**src/hdl/bwt_pkg.sv**
```systemverilog
// Shared types and constants for the breakpoint / watchpoint table.
// No dependencies; bwt_match, the top and the testbench import this package.
package bwt_pkg;

    // Field widths of one item and one result
    localparam int CMD_W  = 3;
    localparam int ADDR_W = 32;
    localparam int LEN_W  = 32;
    localparam int KIND_W = 4;
    localparam int STAT_W = 2;

    // Breakpoint table word: {kind, address}
    localparam int BK_W = KIND_W + ADDR_W;

    // Watchpoint table word: {kind, length, start}
    localparam int WT_W       = KIND_W + LEN_W + ADDR_W;
    localparam int WT_LEN_LO  = ADDR_W;
    localparam int WT_KIND_LO = ADDR_W + LEN_W;

    // Command codes (code 7 is unused and acts as a no-op)
    typedef enum logic [CMD_W-1:0] {
        CMD_ADD_BKPT  = 3'd0,
        CMD_DEL_BKPT  = 3'd1,
        CMD_ADD_WATCH = 3'd2,
        CMD_DEL_WATCH = 3'd3,
        CMD_CLEAR_ALL = 3'd4,
        CMD_CHK_BKPT  = 3'd5,
        CMD_CHK_WATCH = 3'd6
    } t_cmd;

    // Result status codes
    typedef enum logic [STAT_W-1:0] {
        ST_DONE  = 2'd0,
        ST_HIT   = 2'd1,
        ST_NOHIT = 2'd2,
        ST_FULL  = 2'd3
    } t_status;

    // Sequencer states
    typedef enum logic [1:0] {
        S_IDLE = 2'd0,
        S_SCAN = 2'd1,
        S_FIN  = 2'd2
    } t_state;

    // Per-entry compare results for the entry under scan
    typedef struct packed {
        logic bk_eq;   // used breakpoint at the same even address
        logic wt_eq;   // used watchpoint with same start and kind
        logic wt_hit;  // used watchpoint of same kind that covers the address
    } t_match;

endpackage

```
**src/hdl/bwt_ram.sv**
```systemverilog
// Generic single-write, single-read synchronous RAM with registered read data.
// No dependencies.
module bwt_ram #(
    parameter int WIDTH = 32,
    parameter int DEPTH = 16,
    parameter int AW    = (DEPTH > 1) ? $clog2(DEPTH) : 1
) (
    input  logic             i_clk,
    input  logic             i_we,
    input  logic [AW-1:0]    i_waddr,
    input  logic [WIDTH-1:0] i_wdata,
    input  logic [AW-1:0]    i_raddr,
    output logic [WIDTH-1:0] o_rdata
);

    logic [WIDTH-1:0] r_mem [DEPTH];
    logic [WIDTH-1:0] r_rdata;

    // Write port
    always_ff @(posedge i_clk) begin
        if (i_we) begin
            r_mem[i_waddr] <= i_wdata;
        end
    end

    // Registered read port
    always_ff @(posedge i_clk) begin
        r_rdata <= r_mem[i_raddr];
    end

    assign o_rdata = r_rdata;

endmodule

```
**src/hdl/bwt_match.sv**
```systemverilog
// Compare logic for one table entry read from RAM against the current item.
// Depends on bwt_pkg for field widths, word layouts and t_match.
module bwt_match (
    input  logic [bwt_pkg::ADDR_W-1:0] i_addr,
    input  logic [bwt_pkg::KIND_W-1:0] i_kind,
    input  logic                       i_bk_used,
    input  logic [bwt_pkg::BK_W-1:0]   i_bk_word,
    input  logic                       i_wt_used,
    input  logic [bwt_pkg::WT_W-1:0]   i_wt_word,
    output bwt_pkg::t_match            o_match
);
    import bwt_pkg::*;

    logic [ADDR_W-1:0] baddr;
    logic [ADDR_W-1:0] wt_start;
    logic [LEN_W-1:0]  wt_len;
    logic [KIND_W-1:0] wt_kind;
    logic [ADDR_W-1:0] wt_end;
    logic              kind_eq;

    // Breakpoints compare on the even address
    assign baddr = {i_addr[ADDR_W-1:1], 1'b0};

    // Split the watchpoint word
    assign wt_start = i_wt_word[ADDR_W-1:0];
    assign wt_len   = i_wt_word[WT_LEN_LO +: LEN_W];
    assign wt_kind  = i_wt_word[WT_KIND_LO +: KIND_W];

    // End of the covered range, wrapping at 2^32
    assign wt_end  = wt_start + wt_len;
    assign kind_eq = (wt_kind == i_kind);

    always_comb begin
        o_match.bk_eq  = i_bk_used && (i_bk_word[ADDR_W-1:0] == baddr);
        o_match.wt_eq  = i_wt_used && kind_eq && (wt_start == i_addr);
        o_match.wt_hit = i_wt_used && kind_eq && (i_addr >= wt_start) && (i_addr < wt_end);
    end

endmodule

```
**src/hdl/breakpoint_watchpoint_table_top.sv**
```systemverilog
// Breakpoint / watchpoint table: sequencer, used bits and the two table RAMs.
// Depends on bwt_pkg, bwt_ram and bwt_match.
//
//  Channel  Direction  Handshake           Payload
//  -------  ---------  ------------------  ------------------------------
//  command  in         i_valid / o_stall   i_cmd, i_addr, i_len, i_kind
//  result   out        o_valid / i_stall   o_status, o_hit_addr
//
// Breakpoint and watch commands read the table RAM once per entry, drain the
// read and compare pipeline, then take a write-back step and an idle step
// before the next item; clear-all and the unused code go straight to
// write-back and idle.
// Used bits sit in flops and clear on reset; table RAMs need no clearing pass.
// A finished result waits in the output register; only the write-back cycle
// waits for it to drain while i_stall is high.
module breakpoint_watchpoint_table_top #(
    parameter int BKPT_SLOTS  = 16,
    parameter int WATCH_SLOTS = 8
) (
    input  logic                       i_clk,
    input  logic                       i_rst_n,
    input  logic                       i_valid,
    output logic                       o_stall,
    input  logic [bwt_pkg::CMD_W-1:0]  i_cmd,
    input  logic [bwt_pkg::ADDR_W-1:0] i_addr,
    input  logic [bwt_pkg::LEN_W-1:0]  i_len,
    input  logic [bwt_pkg::KIND_W-1:0] i_kind,
    output logic                       o_valid,
    input  logic                       i_stall,
    output logic [bwt_pkg::STAT_W-1:0] o_status,
    output logic [bwt_pkg::ADDR_W-1:0] o_hit_addr
);
    import bwt_pkg::*;

    localparam int BIW  = (BKPT_SLOTS > 1) ? $clog2(BKPT_SLOTS) : 1;
    localparam int WIW  = (WATCH_SLOTS > 1) ? $clog2(WATCH_SLOTS) : 1;
    localparam int IW   = (BIW > WIW) ? BIW : WIW;
    localparam int MAXS = (BKPT_SLOTS > WATCH_SLOTS) ? BKPT_SLOTS : WATCH_SLOTS;
    localparam int PW   = $clog2(MAXS + 1);

    // Control registers
    t_state                 r_state, n_state;
    logic [BKPT_SLOTS-1:0]  r_bk_used;
    logic [WATCH_SLOTS-1:0] r_wt_used;
    logic                   r_out_vld;

    // Item and scan registers
    logic [CMD_W-1:0]  r_cmd;
    logic [ADDR_W-1:0] r_addr;
    logic [LEN_W-1:0]  r_len;
    logic [KIND_W-1:0] r_kind;
    logic [PW-1:0]     r_ptr;
    logic [PW-1:0]     r_lim;
    logic              r_cmp_vld;
    logic [IW-1:0]     r_cmp_idx;
    logic              r_found;
    logic [IW-1:0]     r_fidx;
    logic [LEN_W-1:0]  r_fsize;
    logic              r_free_vld;
    logic [IW-1:0]     r_free_idx;
    logic [STAT_W-1:0] r_out_status;
    logic [ADDR_W-1:0] r_out_hit;

    // Datapath signals
    logic              acc;
    logic              in_bk;
    logic              in_wt;
    logic              cmd_bk;
    logic              fin_go;
    logic              scan_end;
    logic [ADDR_W-1:0] baddr;
    logic              cmp_used;
    logic              cmp_cond;
    logic [BK_W-1:0]   bk_rdata;
    logic [WT_W-1:0]   wt_rdata;
    t_match            match;
    logic              bk_we;
    logic [BK_W-1:0]   bk_wdata;
    logic              wt_we;
    logic [WIW-1:0]    wt_waddr;
    logic [WT_W-1:0]   wt_wdata;
    logic [LEN_W-1:0]  wt_new_len;
    logic [STAT_W-1:0] n_out_status;
    logic [ADDR_W-1:0] n_out_hit;

    assign acc     = i_valid && !o_stall;
    assign o_stall = (r_state != S_IDLE);
    assign o_valid = r_out_vld;
    assign o_status   = r_out_status;
    assign o_hit_addr = r_out_hit;

    assign in_bk  = i_cmd inside {CMD_ADD_BKPT, CMD_DEL_BKPT, CMD_CHK_BKPT};
    assign in_wt  = i_cmd inside {CMD_ADD_WATCH, CMD_DEL_WATCH, CMD_CHK_WATCH};
    assign cmd_bk = r_cmd inside {CMD_ADD_BKPT, CMD_DEL_BKPT, CMD_CHK_BKPT};
    assign baddr  = {r_addr[ADDR_W-1:1], 1'b0};

    assign scan_end = (r_ptr == r_lim) && !r_cmp_vld;
    assign fin_go   = (r_state == S_FIN) && !(r_out_vld && i_stall);

    // Table RAMs
    bwt_ram #(.WIDTH(BK_W), .DEPTH(BKPT_SLOTS), .AW(BIW)) u_bk_ram (
        .i_clk   (i_clk),
        .i_we    (bk_we),
        .i_waddr (r_free_idx[BIW-1:0]),
        .i_wdata (bk_wdata),
        .i_raddr (r_ptr[BIW-1:0]),
        .o_rdata (bk_rdata)
    );

    bwt_ram #(.WIDTH(WT_W), .DEPTH(WATCH_SLOTS), .AW(WIW)) u_wt_ram (
        .i_clk   (i_clk),
        .i_we    (wt_we),
        .i_waddr (wt_waddr),
        .i_wdata (wt_wdata),
        .i_raddr (r_ptr[WIW-1:0]),
        .o_rdata (wt_rdata)
    );

    // Compare the entry read last cycle
    bwt_match u_match (
        .i_addr    (r_addr),
        .i_kind    (r_kind),
        .i_bk_used (r_bk_used[r_cmp_idx[BIW-1:0]]),
        .i_bk_word (bk_rdata),
        .i_wt_used (r_wt_used[r_cmp_idx[WIW-1:0]]),
        .i_wt_word (wt_rdata),
        .o_match   (match)
    );

    // Pick the compare and used bit for the table being scanned
    always_comb begin
        if (cmd_bk) begin
            cmp_used = r_bk_used[r_cmp_idx[BIW-1:0]];
            cmp_cond = match.bk_eq;
        end else begin
            cmp_used = r_wt_used[r_cmp_idx[WIW-1:0]];
            cmp_cond = (r_cmd == CMD_CHK_WATCH) ? match.wt_hit : match.wt_eq;
        end
    end

    // Next state
    always_comb begin
        n_state = r_state;
        case (r_state)
            S_IDLE: begin
                if (acc) begin
                    n_state = (in_bk || in_wt) ? S_SCAN : S_FIN;
                end
            end
            S_SCAN: begin
                if (scan_end) begin
                    n_state = S_FIN;
                end
            end
            S_FIN: begin
                if (fin_go) begin
                    n_state = S_IDLE;
                end
            end
            default: n_state = S_IDLE;
        endcase
    end

    // Write-back and result of the finishing item
    always_comb begin
        wt_new_len = (r_found && (r_fsize > r_len)) ? r_fsize : r_len;
        bk_wdata   = {r_kind, baddr};
        wt_wdata   = {r_kind, wt_new_len, r_addr};
        wt_waddr   = r_found ? r_fidx[WIW-1:0] : r_free_idx[WIW-1:0];
        bk_we      = 1'b0;
        wt_we      = 1'b0;
        n_out_status = ST_DONE;
        n_out_hit    = '0;
        case (r_cmd)
            CMD_ADD_BKPT: begin
                bk_we = fin_go && !r_found && r_free_vld;
                if (!r_found && !r_free_vld) begin
                    n_out_status = ST_FULL;
                end
            end
            CMD_ADD_WATCH: begin
                wt_we = fin_go && (r_found || r_free_vld);
                if (!r_found && !r_free_vld) begin
                    n_out_status = ST_FULL;
                end
            end
            CMD_CHK_BKPT: begin
                n_out_status = r_found ? ST_HIT : ST_NOHIT;
                n_out_hit    = r_found ? baddr : '0;
            end
            CMD_CHK_WATCH: begin
                n_out_status = r_found ? ST_HIT : ST_NOHIT;
                n_out_hit    = r_found ? r_addr : '0;
            end
            default: n_out_status = ST_DONE;
        endcase
    end

    // Control state: sequencer, used bits, output valid
    always_ff @(posedge i_clk) begin
        if (!i_rst_n) begin
            r_state   <= S_IDLE;
            r_bk_used <= '0;
            r_wt_used <= '0;
            r_out_vld <= 1'b0;
        end else begin
            r_state <= n_state;
            if (fin_go) begin
                r_out_vld <= 1'b1;
            end else if (r_out_vld && !i_stall) begin
                r_out_vld <= 1'b0;
            end
            if (fin_go) begin
                case (r_cmd)
                    CMD_ADD_BKPT: begin
                        if (bk_we) begin
                            r_bk_used[r_free_idx[BIW-1:0]] <= 1'b1;
                        end
                    end
                    CMD_DEL_BKPT: begin
                        if (r_found) begin
                            r_bk_used[r_fidx[BIW-1:0]] <= 1'b0;
                        end
                    end
                    CMD_ADD_WATCH: begin
                        if (wt_we) begin
                            r_wt_used[wt_waddr] <= 1'b1;
                        end
                    end
                    CMD_DEL_WATCH: begin
                        if (r_found) begin
                            r_wt_used[r_fidx[WIW-1:0]] <= 1'b0;
                        end
                    end
                    CMD_CLEAR_ALL: begin
                        r_bk_used <= '0;
                        r_wt_used <= '0;
                    end
                    default: ;
                endcase
            end
        end
    end

    // Item capture, table scan and result register
    always_ff @(posedge i_clk) begin
        if (acc) begin
            r_cmd      <= i_cmd;
            r_addr     <= i_addr;
            r_len      <= i_len;
            r_kind     <= i_kind;
            r_ptr      <= '0;
            r_lim      <= in_bk ? PW'(BKPT_SLOTS) : PW'(WATCH_SLOTS);
            r_cmp_vld  <= 1'b0;
            r_found    <= 1'b0;
            r_free_vld <= 1'b0;
        end else if (r_state == S_SCAN) begin
            // Issue the next read, compare the one that came back
            r_cmp_vld <= (r_ptr != r_lim);
            r_cmp_idx <= r_ptr[IW-1:0];
            if (r_ptr != r_lim) begin
                r_ptr <= r_ptr + PW'(1);
            end
            if (r_cmp_vld) begin
                if (cmp_cond && !r_found) begin
                    r_found <= 1'b1;
                    r_fidx  <= r_cmp_idx;
                    r_fsize <= wt_rdata[WT_LEN_LO +: LEN_W];
                end
                if (!cmp_used && !r_free_vld) begin
                    r_free_vld <= 1'b1;
                    r_free_idx <= r_cmp_idx;
                end
            end
        end
        if (fin_go) begin
            r_out_status <= n_out_status;
            r_out_hit    <= n_out_hit;
        end
    end

`ifndef NO_ASSERTIONS
    // A new result only comes from the write-back cycle
    a_out_from_fin: assert property (@(posedge i_clk) disable iff (!i_rst_n)
        $rose(r_out_vld) |-> $past(r_state) == S_FIN)
        else $error("result valid rose outside write-back");

    // The scan pointer never runs past the table size
    a_ptr_bound: assert property (@(posedge i_clk) disable iff (!i_rst_n)
        r_state == S_SCAN |-> r_ptr <= r_lim)
        else $error("scan pointer past table end");

    // A result held under stall keeps the next one in write-back
    a_fin_hold: assert property (@(posedge i_clk) disable iff (!i_rst_n)
        (r_state == S_FIN && r_out_vld && i_stall) |=> r_state == S_FIN)
        else $error("write-back left while result was stalled");

    // A new breakpoint only lands in a free slot
    a_bk_free: assert property (@(posedge i_clk) disable iff (!i_rst_n)
        bk_we |-> !r_bk_used[r_free_idx[BIW-1:0]])
        else $error("breakpoint written over a used slot");
`endif

endmodule

```
**config.mk**
```make
export PLATFORM = sky130hd
export DESIGN_NAME = breakpoint_watchpoint_table_top
export DESIGN_NICKNAME = d
export VERILOG_FILES = /design/src/hdl/bwt_pkg.sv /design/src/hdl/bwt_ram.sv /design/src/hdl/bwt_match.sv /design/src/hdl/breakpoint_watchpoint_table_top.sv
export SDC_FILE = /design/constraint.sdc
export NUM_CORES = 1
export LEC_CHECK = 0
export ABC_AREA = 0
export BUFFER_PORTS_ARGS = -buffer_cell sky130_fd_sc_hd__buf_4
export CORE_UTILIZATION = 30
export CTS_BUF_LIST = sky130_fd_sc_hd__clkbuf_4 sky130_fd_sc_hd__clkbuf_8 sky130_fd_sc_hd__clkbuf_16
export DETAILED_ROUTE_END_ITERATION = 16
export PLACE_DENSITY = 0.48
export SLEW_MARGIN = 5
export SYNTH_ARGS = -nofsm -noshare
export SYNTH_HDL_FRONTEND = slang
export SYNTH_SLANG_ARGS = --single-unit
```
**constraint.sdc**
```tcl
create_clock -name i_clk -period 6.4 [get_ports i_clk]
set_input_delay 0 -clock i_clk [delete_from_list [all_inputs] [get_ports i_clk]]
set_output_delay 0 -clock i_clk [all_outputs]
set_load 0.02 [all_outputs]
```
==> results of run 1 <==
-- metrics by stage --
stage	util	total power, mW
finish	0.363	21.3
global placement	0.328	13.4
floorplan	-	12.4
CTS	0.363	21.6
detailed placement	0.328	13.4
global route	0.363	22.2
-- sequential cells by signal, indices dropped and copies added (netlist names), 5 cells and up --
name / cells
o_hit_addr: 32
r_addr: 32
r_bk_used: 16
r_fsize: 32
r_len: 32
r_ptr: 5
r_wt_used: 8
u_bk_ram.o_rdata: 31
u_bk_ram.r_mem: 496
u_wt_ram.o_rdata: 68
u_wt_ram.r_mem: 544
-- layout make-up --
class,instances,area share
Tap cell,2310,0.0462
Clock inverter,53,0.00752
Sequential cell,1325,0.615
Inverter,79,0.00474
Multi-Input combinational cell,1129,0.214
Clock buffer,204,0.0657
Timing Repair Buffer,335,0.0472
Antenna cell,1,0.0000400
-- kinds of logic (layout without fill, tap and decap cells) --
| logic type | count (synthesis) | in the layout | synth area share |
|---|---|---|---|
| simple gates | 283 | 283 | 0.0280 |
| compound gates | 244 | 244 | 0.0303 |
| flops | 1325 | 1325 | 0.735 |
| fa+ha+maj | 129 | 129 | 0.0310 |
| mux | 401 | 401 | 0.150 |
| other cells | 0 | 1 | 0 |
| xor+xnor | 72 | 72 | 0.0121 |
| buf+inv | 174 | 671 | 0.0131 |
-- layer usage --
metal  routed length [um]  up-vias
met5                    0        -
met4                 2830        0
met3                 5050      156
met2                68400      558
met1                59100    13756
li1                     -    11433
-- power breakdown --
part / switching [mW] / internal (mW)
Sequential: 0.217 / 9.72
Combinational: 1.70 / 1.62
Clock: 3.30 / 4.75
Total: 5.22 / 16.1
-- placed cells by master (no fill, tap or decap), types with 30 or more instances in the layout --
cell and n:
xnor2_1 42, buf_4 184, and2_1 36, edfxtp_1 1191
a21o_1 40, clkbuf_4 51, nor2_1 44, mux4_2 298
nand2_1 44, inv_1 79, ha_1 128, clkbuf_16 144
a21oi_1 63, mux2_2 101, dlygate4sd3_1 145, nand4_1 33
xor2_1 30, o21ai_0 46, dfxtp_1 130
-- final timing paths --
| path | endpoint | slack (ns) | cells after the start |
|---|---|---|---|
| min | r_cmd[0] | 0.06 | 2 |
| max | r_fsize[27] | 0.84 | 23 |
| min reg2reg | r_fsize[7] | 0.45 | 0 |
| max reg2reg | r_fsize[27] | 0.84 | 23 |
-- critical path, stage by stage, from the launching register on --
cell and delay [ns]:
dfxtp_1 0.34, ha_1 0.18, inv_1 0.06, fa_1 0.40
nor2b_1 0.20, o2111ai_1 0.17, a31oi_1 0.30, nor3_1 0.17
o22a_1 0.21, a21oi_1 0.32, nand4_1 0.18, a31oi_1 0.19
o21ai_0 0.10, nand2b_1 0.09, xnor2_1 0.12, ha_1 0.27
a21o_1 0.17, a2111oi_0 0.40, a41oi_1 0.10, a2111oi_0 0.42
o31ai_1 0.13, a41oi_1 0.23, nand2b_2 0.19, buf_12 0.25
-- timing repair --
item | in CTS | in global routing
gates resized for setup | 0 | 0
hold endpoints to repair | 118 | 0
buffers inserted | 0 | 0
hold buffers | 145 | 0
==> flow_metrics.py, run 1 <==
metrics = {
    "run": {
        "maxCapViolCount": 0,
    },
    "detailed_routing": {
        "vias_per_cell": 4.77,
        "ant_nets": 0,
        "drc": 0,
        "dr.pass1.iters": 5,
        "vias": 25903,
        "routed_wl_um": 135000,
        "drt_iter0_drc": 1901,
        "wl_per_cell_um": 24.9,
    },
    "hold_path": {
        "hold_path.class": "input port to flip-flop",
        "min_from": "i_cmd[0]",
    },
    "global_route": {
        "antenna_found_initial": 8,
        "grt_pass1_wl_um": 195000,
        "grt_usage": 0.155,
        "grt_use_met2": 0.264,
        "met3_usage": 0.0238,
        "grt_pass1_vias": 27585,
        "grtUsageMet1": 0.204,
        "overflow": 0,
        "busiest_layer": "met2",
        "grt_max_degree": 124,
    },
    "clocking": {
        "numCtsBuffers": 141,
        "ctsHtreeMaxLevel": 4,
        "clk_pin_slew_ns": 0.06,
        "tritoncts": "built",
        "clock_sinks": 1325,
        "ctsLongestPathBuffers": 3,
        "root_buffer": "clkbuf_16",
        "insertion_delay_ns": 0.78,
    },
    "logic_synthesis": {
        "synthesis.instances": 2628,
        "synth_nets": 2832,
        "synth_area_um2": 52300,
        "synth_cell_types": 58,
        "synth_common_cells": "edfxtp_1 (1191), mux4_2 (298), dfxtp_1 (134)",
        "yosysTopAreaCell": "edfxtp_1",
        "yosys_warnings": 0,
        "yosysSeqAreaShare": 0.735,
        "synth.top_cell.area_share": 0.684,
        "synth_area_leaders": "edfxtp_1 (68%), mux4_2 (13%), dfxtp_1 (5.1%)",
        "ys_async_sr_fraction": 0,
        "avgSynthCellArea_um2": 19.9,
        "ys_ff_latch": 1325,
        "synthFlopType": "edfxtp_1",
        "synth_edf_count": 1191,
        "yosysMostFrequentCell": "edfxtp_1",
    },
    "timing": {
        "setup_viol": 0,
        "slew_violations": 0,
        "period_share": 0.869,
        "finClkSkew_ns": 0.0240,
        "min_period_ns": 5.56,
        "finalWorstSetupSlack_ns": 0.841,
        "slew_headroom": 0.291,
        "tightest_slew_ns": 1.05,
        "grt_setup_unrepaired": "no",
        "final.setup.tns_ns": 0,
        "hold_viol": 0,
        "worst_hold_slack_ns": 0.0619,
        "fmax_mhz": 180,
    },
    "floorplanning": {
        "die_w_um": 420,
        "initial_core_util": 0.304,
        "num_rows": 152,
        "die-area_um2": 176000,
        "core_area_um2": 172000,
        "ios": 111,
        "die_h_um": 420,
    },
    "placed_design": {
        "dp.cells": 5033,
        "pre_cts_slack_ns": 0.974,
        "portBuffers": 110,
        "placed_area_um2": 56500,
        "dpl.hpwl_um": 79600,
        "place_congestion": 0.836,
    },
    "finish": {
        "synthToLayoutAreaGrowth_pct": 19.6,
        "fill_cells": 16022,
        "layout.nets": 3215,
        "ff_latch_area_um2": 38500,
        "stdcell_area_um2": 62600,
        "stdcell_count": 5436,
        "layout-drive-gt1-share": 0.278,
        "multi_input_area_um2": 13400,
    },
    "power": {
        "ir_drop_mv": 0.210,
        "p_leak_nw": 20.5,
        "power.density_nw_per_um2": 341,
    },
    "worst_setup_path": {
        "crit_path_end_kind": "flip-flop",
        "required_ns": 6.84,
        "crit_arrival_ns": 6.00,
        "setup.worst_path.class": "flip-flop to flip-flop",
        "worstSetupStartpointType": "flip-flop",
        "crit_start": "u_wt_ram.o_rdata[32]",
        "crit_fanout": 36,
        "reg2reg_from": "u_wt_ram.o_rdata[32]",
    },
    "status": {
        "status": "completed",
    },
}
Note: power is estimated with default switching activity, not from simulation.
==> run 2: changes to the inputs <==
Settings changed: ABC_AREA 0 to 1.
==> run 2 against run 1 <==
Against the previous run: final area grew 2.4%; critical path depth increased by 1; via count is 35% higher; clock-buffer cell count down 14; combinational power increased by 130%; synthesized area up 3.4%; worst hold slack gained 0.031 ns; clock power increased by 3.2%; utilization fell by 0.46 points; cell count increased by 32%; synthesized cell count increased by 69%.
==> flow_metrics.py, run 2 <==
metrics = {
    "placed_design": {
        "dpl.hpwl_um": 85000,
        "pre_cts_slack_ns": 2.05,
        "place_congestion": 0.883,
        "portBuffers": 110,
    },
    "detailed_routing": {
        "drt_iter0_drc": 3123,
        "wl_per_cell_um": 20.9,
        "drc": 0,
        "routed_wl_um": 150000,
        "dr.pass1.iters": 6,
        "vias": 34973,
        "vias_per_cell": 4.87,
        "ant_nets": 0,
    },
    "status": {
        "status": "completed",
    },
    "logic_synthesis": {
        "yosysTopAreaCell": "edfxtp_1",
        "synth_area_leaders": "edfxtp_1 (66%), nor2_1 (6.0%), o21ai_0 (5.3%)",
        "synth_cell_types": 52,
        "avgSynthCellArea_um2": 12.2,
        "synth.top_cell.area_share": 0.661,
        "yosysSeqAreaShare": 0.711,
        "synth_edf_count": 1191,
        "synth_area_um2": 54100,
        "ys_async_sr_fraction": 0,
        "synthFlopType": "edfxtp_1",
        "synth_common_cells": "edfxtp_1 (1191), nor2_1 (866), o21ai_0 (577)",
        "ys_ff_latch": 1325,
        "yosysMostFrequentCell": "edfxtp_1",
        "synth_nets": 4640,
        "yosys_warnings": 0,
        "synthesis.instances": 4436,
    },
    "timing": {
        "fmax_mhz": 232,
        "final.setup.tns_ns": 0,
        "setup_viol": 0,
        "finalWorstSetupSlack_ns": 2.08,
        "grt_setup_unrepaired": "no",
        "min_period_ns": 4.32,
        "tightest_slew_ns": 1.19,
        "finClkSkew_ns": 0.0295,
        "period_share": 0.675,
        "hold_viol": 0,
        "slew_violations": 0,
        "slew_headroom": 0.207,
    },
    "global_route": {
        "grt_usage": 0.163,
        "antenna_found_initial": 3,
        "grt_pass1_wl_um": 221000,
        "grt_max_degree": 207,
        "grt_pass1_vias": 33775,
        "overflow": 0,
    },
    "worst_setup_path": {
        "crit_arrival_ns": 4.72,
        "rr_endpoint": "r_fsize[18]",
        "cpMostUsedCell": "nand2_1",
        "reg2reg_from": "u_wt_ram.o_rdata[0]",
        "max_stage_delay_ns": 0.44,
        "reg2reg_depth": 24,
        "setup.worst_path.class": "flip-flop to flip-flop",
        "worstPathCellList": "ha_1 -> inv_1 -> fa_1 -> o21ai_2 -> a21oi_4 -> o21ai_2 -> nand3_1 -> nand3_1 -> nand2_1 -> nand2_1 -> xor2_1 -> ha_1 -> nand2_1 -> o21ai_0 -> nand2_1 -> o211ai_1 -> nor2_1 -> nand2_1 -> nand2_1 -> nand3_1 -> nand2_1 -> nand2_1 -> clkinv_1 -> buf_4",
        "crit_family": "simple AND/OR/NAND/NOR gates",
        "cp_slowest_cell": "buf_4",
        "worstSetupStartpointType": "flip-flop",
        "crit_buf_inv": 3,
        "required_ns": 6.80,
        "crit_fanout": 32,
        "crit_path_end_kind": "flip-flop",
        "r2r_slack_ns": 2.08,
    },
    "clocking": {
        "insertion_delay_ns": 0.79,
        "cts_setup_buffers": 0,
        "tritoncts": "built",
        "root_buffer": "clkbuf_16",
        "ctsLongestPathBuffers": 3,
        "numCtsBuffers": 144,
        "ctsHtreeMaxLevel": 4,
        "clk_pin_slew_ns": 0.06,
        "clock_sinks": 1325,
    },
    "run": {
        "maxCapViolCount": 0,
    },
    "hold_path": {
        "hold_path.class": "input port to flip-flop",
        "min_from": "i_rst_n",
        "hold_end": "r_wt_used[2]",
        "whs_path_depth": 4,
    },
    "finish": {
        "mostFrequentLayoutCell": "edfxtp_1",
        "synthToLayoutAreaGrowth_pct": 18.5,
        "final_cell_mix": "edfxtp_1 (1191), nor2_1 (857), o21ai_0 (577), nand2_1 (350), inv_1 (206)",
        "antenna-diode-count": 0,
        "layout-drive-gt1-share": 0.108,
        "largest_reg_flops": 544,
        "largest-register": "u_wt_ram.r_mem",
        "layout.nets": 4911,
    },
    "floorplanning": {
        "num_rows": 155,
        "core_area_um2": 179000,
        "initial_core_util": 0.302,
        "die-area_um2": 182000,
        "die_w_um": 427,
        "die_h_um": 427,
        "ios": 111,
    },
    "power": {
        "p_leak_nw": 22.3,
        "power.density_nw_per_um2": 422,
        "ir_drop_mv": 0.327,
    },
}
-- run 2: worst max path at each step --
stage                              startpoint                   end  slack [ns]  cells after the start
after floorplan                    r_state[1]  u_wt_ram.r_mem[0][0]        1.48                      4
after global placement    u_wt_ram.o_rdata[0]           r_fsize[31]        2.10                     28
after detailed placement  u_wt_ram.o_rdata[0]           r_fsize[30]        2.05                     24
after CTS                 u_wt_ram.o_rdata[0]           r_fsize[31]        2.00                     28
after global routing      u_wt_ram.o_rdata[0]           r_fsize[30]        1.65                     24
final                     u_wt_ram.o_rdata[0]           r_fsize[18]        2.08                     24
-- run 2: what timing repair did --
| item | CTS | global route |
|---|---|---|
| hold buffers | 145 | 0 |
| endpoints found under the hold margin | 153 | 0 |
| resized for setup | 0 | 0 |
-- run 2: worst reg2reg max path, cell delays in order (launching register included) --
cell	delay, ns
dfxtp_1	0.34
ha_1	0.18
inv_1	0.05
fa_1	0.42
o21ai_2	0.27
a21oi_4	0.11
o21ai_2	0.28
nand3_1	0.12
nand3_1	0.16
nand2_1	0.07
nand2_1	0.08
xor2_1	0.15
ha_1	0.24
nand2_1	0.08
o21ai_0	0.09
nand2_1	0.07
o211ai_1	0.08
nor2_1	0.12
nand2_1	0.14
nand2_1	0.09
nand3_1	0.07
nand2_1	0.08
nand2_1	0.07
clkinv_1	0.13
buf_4	0.44
-- run 2: area by class of cell --
class,instances,area (um2)
well taps,2355,2950
clock inverters,77,642
multi-input cells,2661,14000
fillers,17561,115000
repair buffers,352,3070
inverters,223,876
flip-flops and latches,1325,38500
clock buffers,190,4120
-- run 2: cell families after synthesis --
logic type / synth area share
AND/OR/NAND/NOR: 0.106
flip-flops: 0.711
adder cells (fa/ha/maj): 0.0300
buffers and inverters: 0.0333
XOR/XNOR: 0.0105
AO/OA/AOI/OAI: 0.109
-- run 2: power breakdown --
group	internal (mW)	total [mW]	switching [mW]
registers	10.4	10.9	0.481
logic	2.55	7.80	5.25
clock network	4.83	8.31	3.48
-- run 2: per-layer routing --
metal,GRT usage,vias to the layer above,share of wire
li1,-,16550,-
met1,0.228,17412,0.47
met2,0.258,790,0.46
met3,0.0242,219,0.042
met4,0.0537,2,0.027
met5,0,-,0.000047
-- run 2: stage by stage --
stage	hold WS, ns	instances	total power, mW	utilization	instance area, um2
final	0.0930	7183	27.0	0.358	64100
after global routing	0.0791	7183	28.6	0.358	64100
after CTS	0.0292	7183	27.3	0.358	64100
after detailed placement	0.179	6771	18.9	0.324	57900
after global placement	0.178	6771	18.9	0.324	57900
after floorplan	0.0989	4436	16.2	-	54100
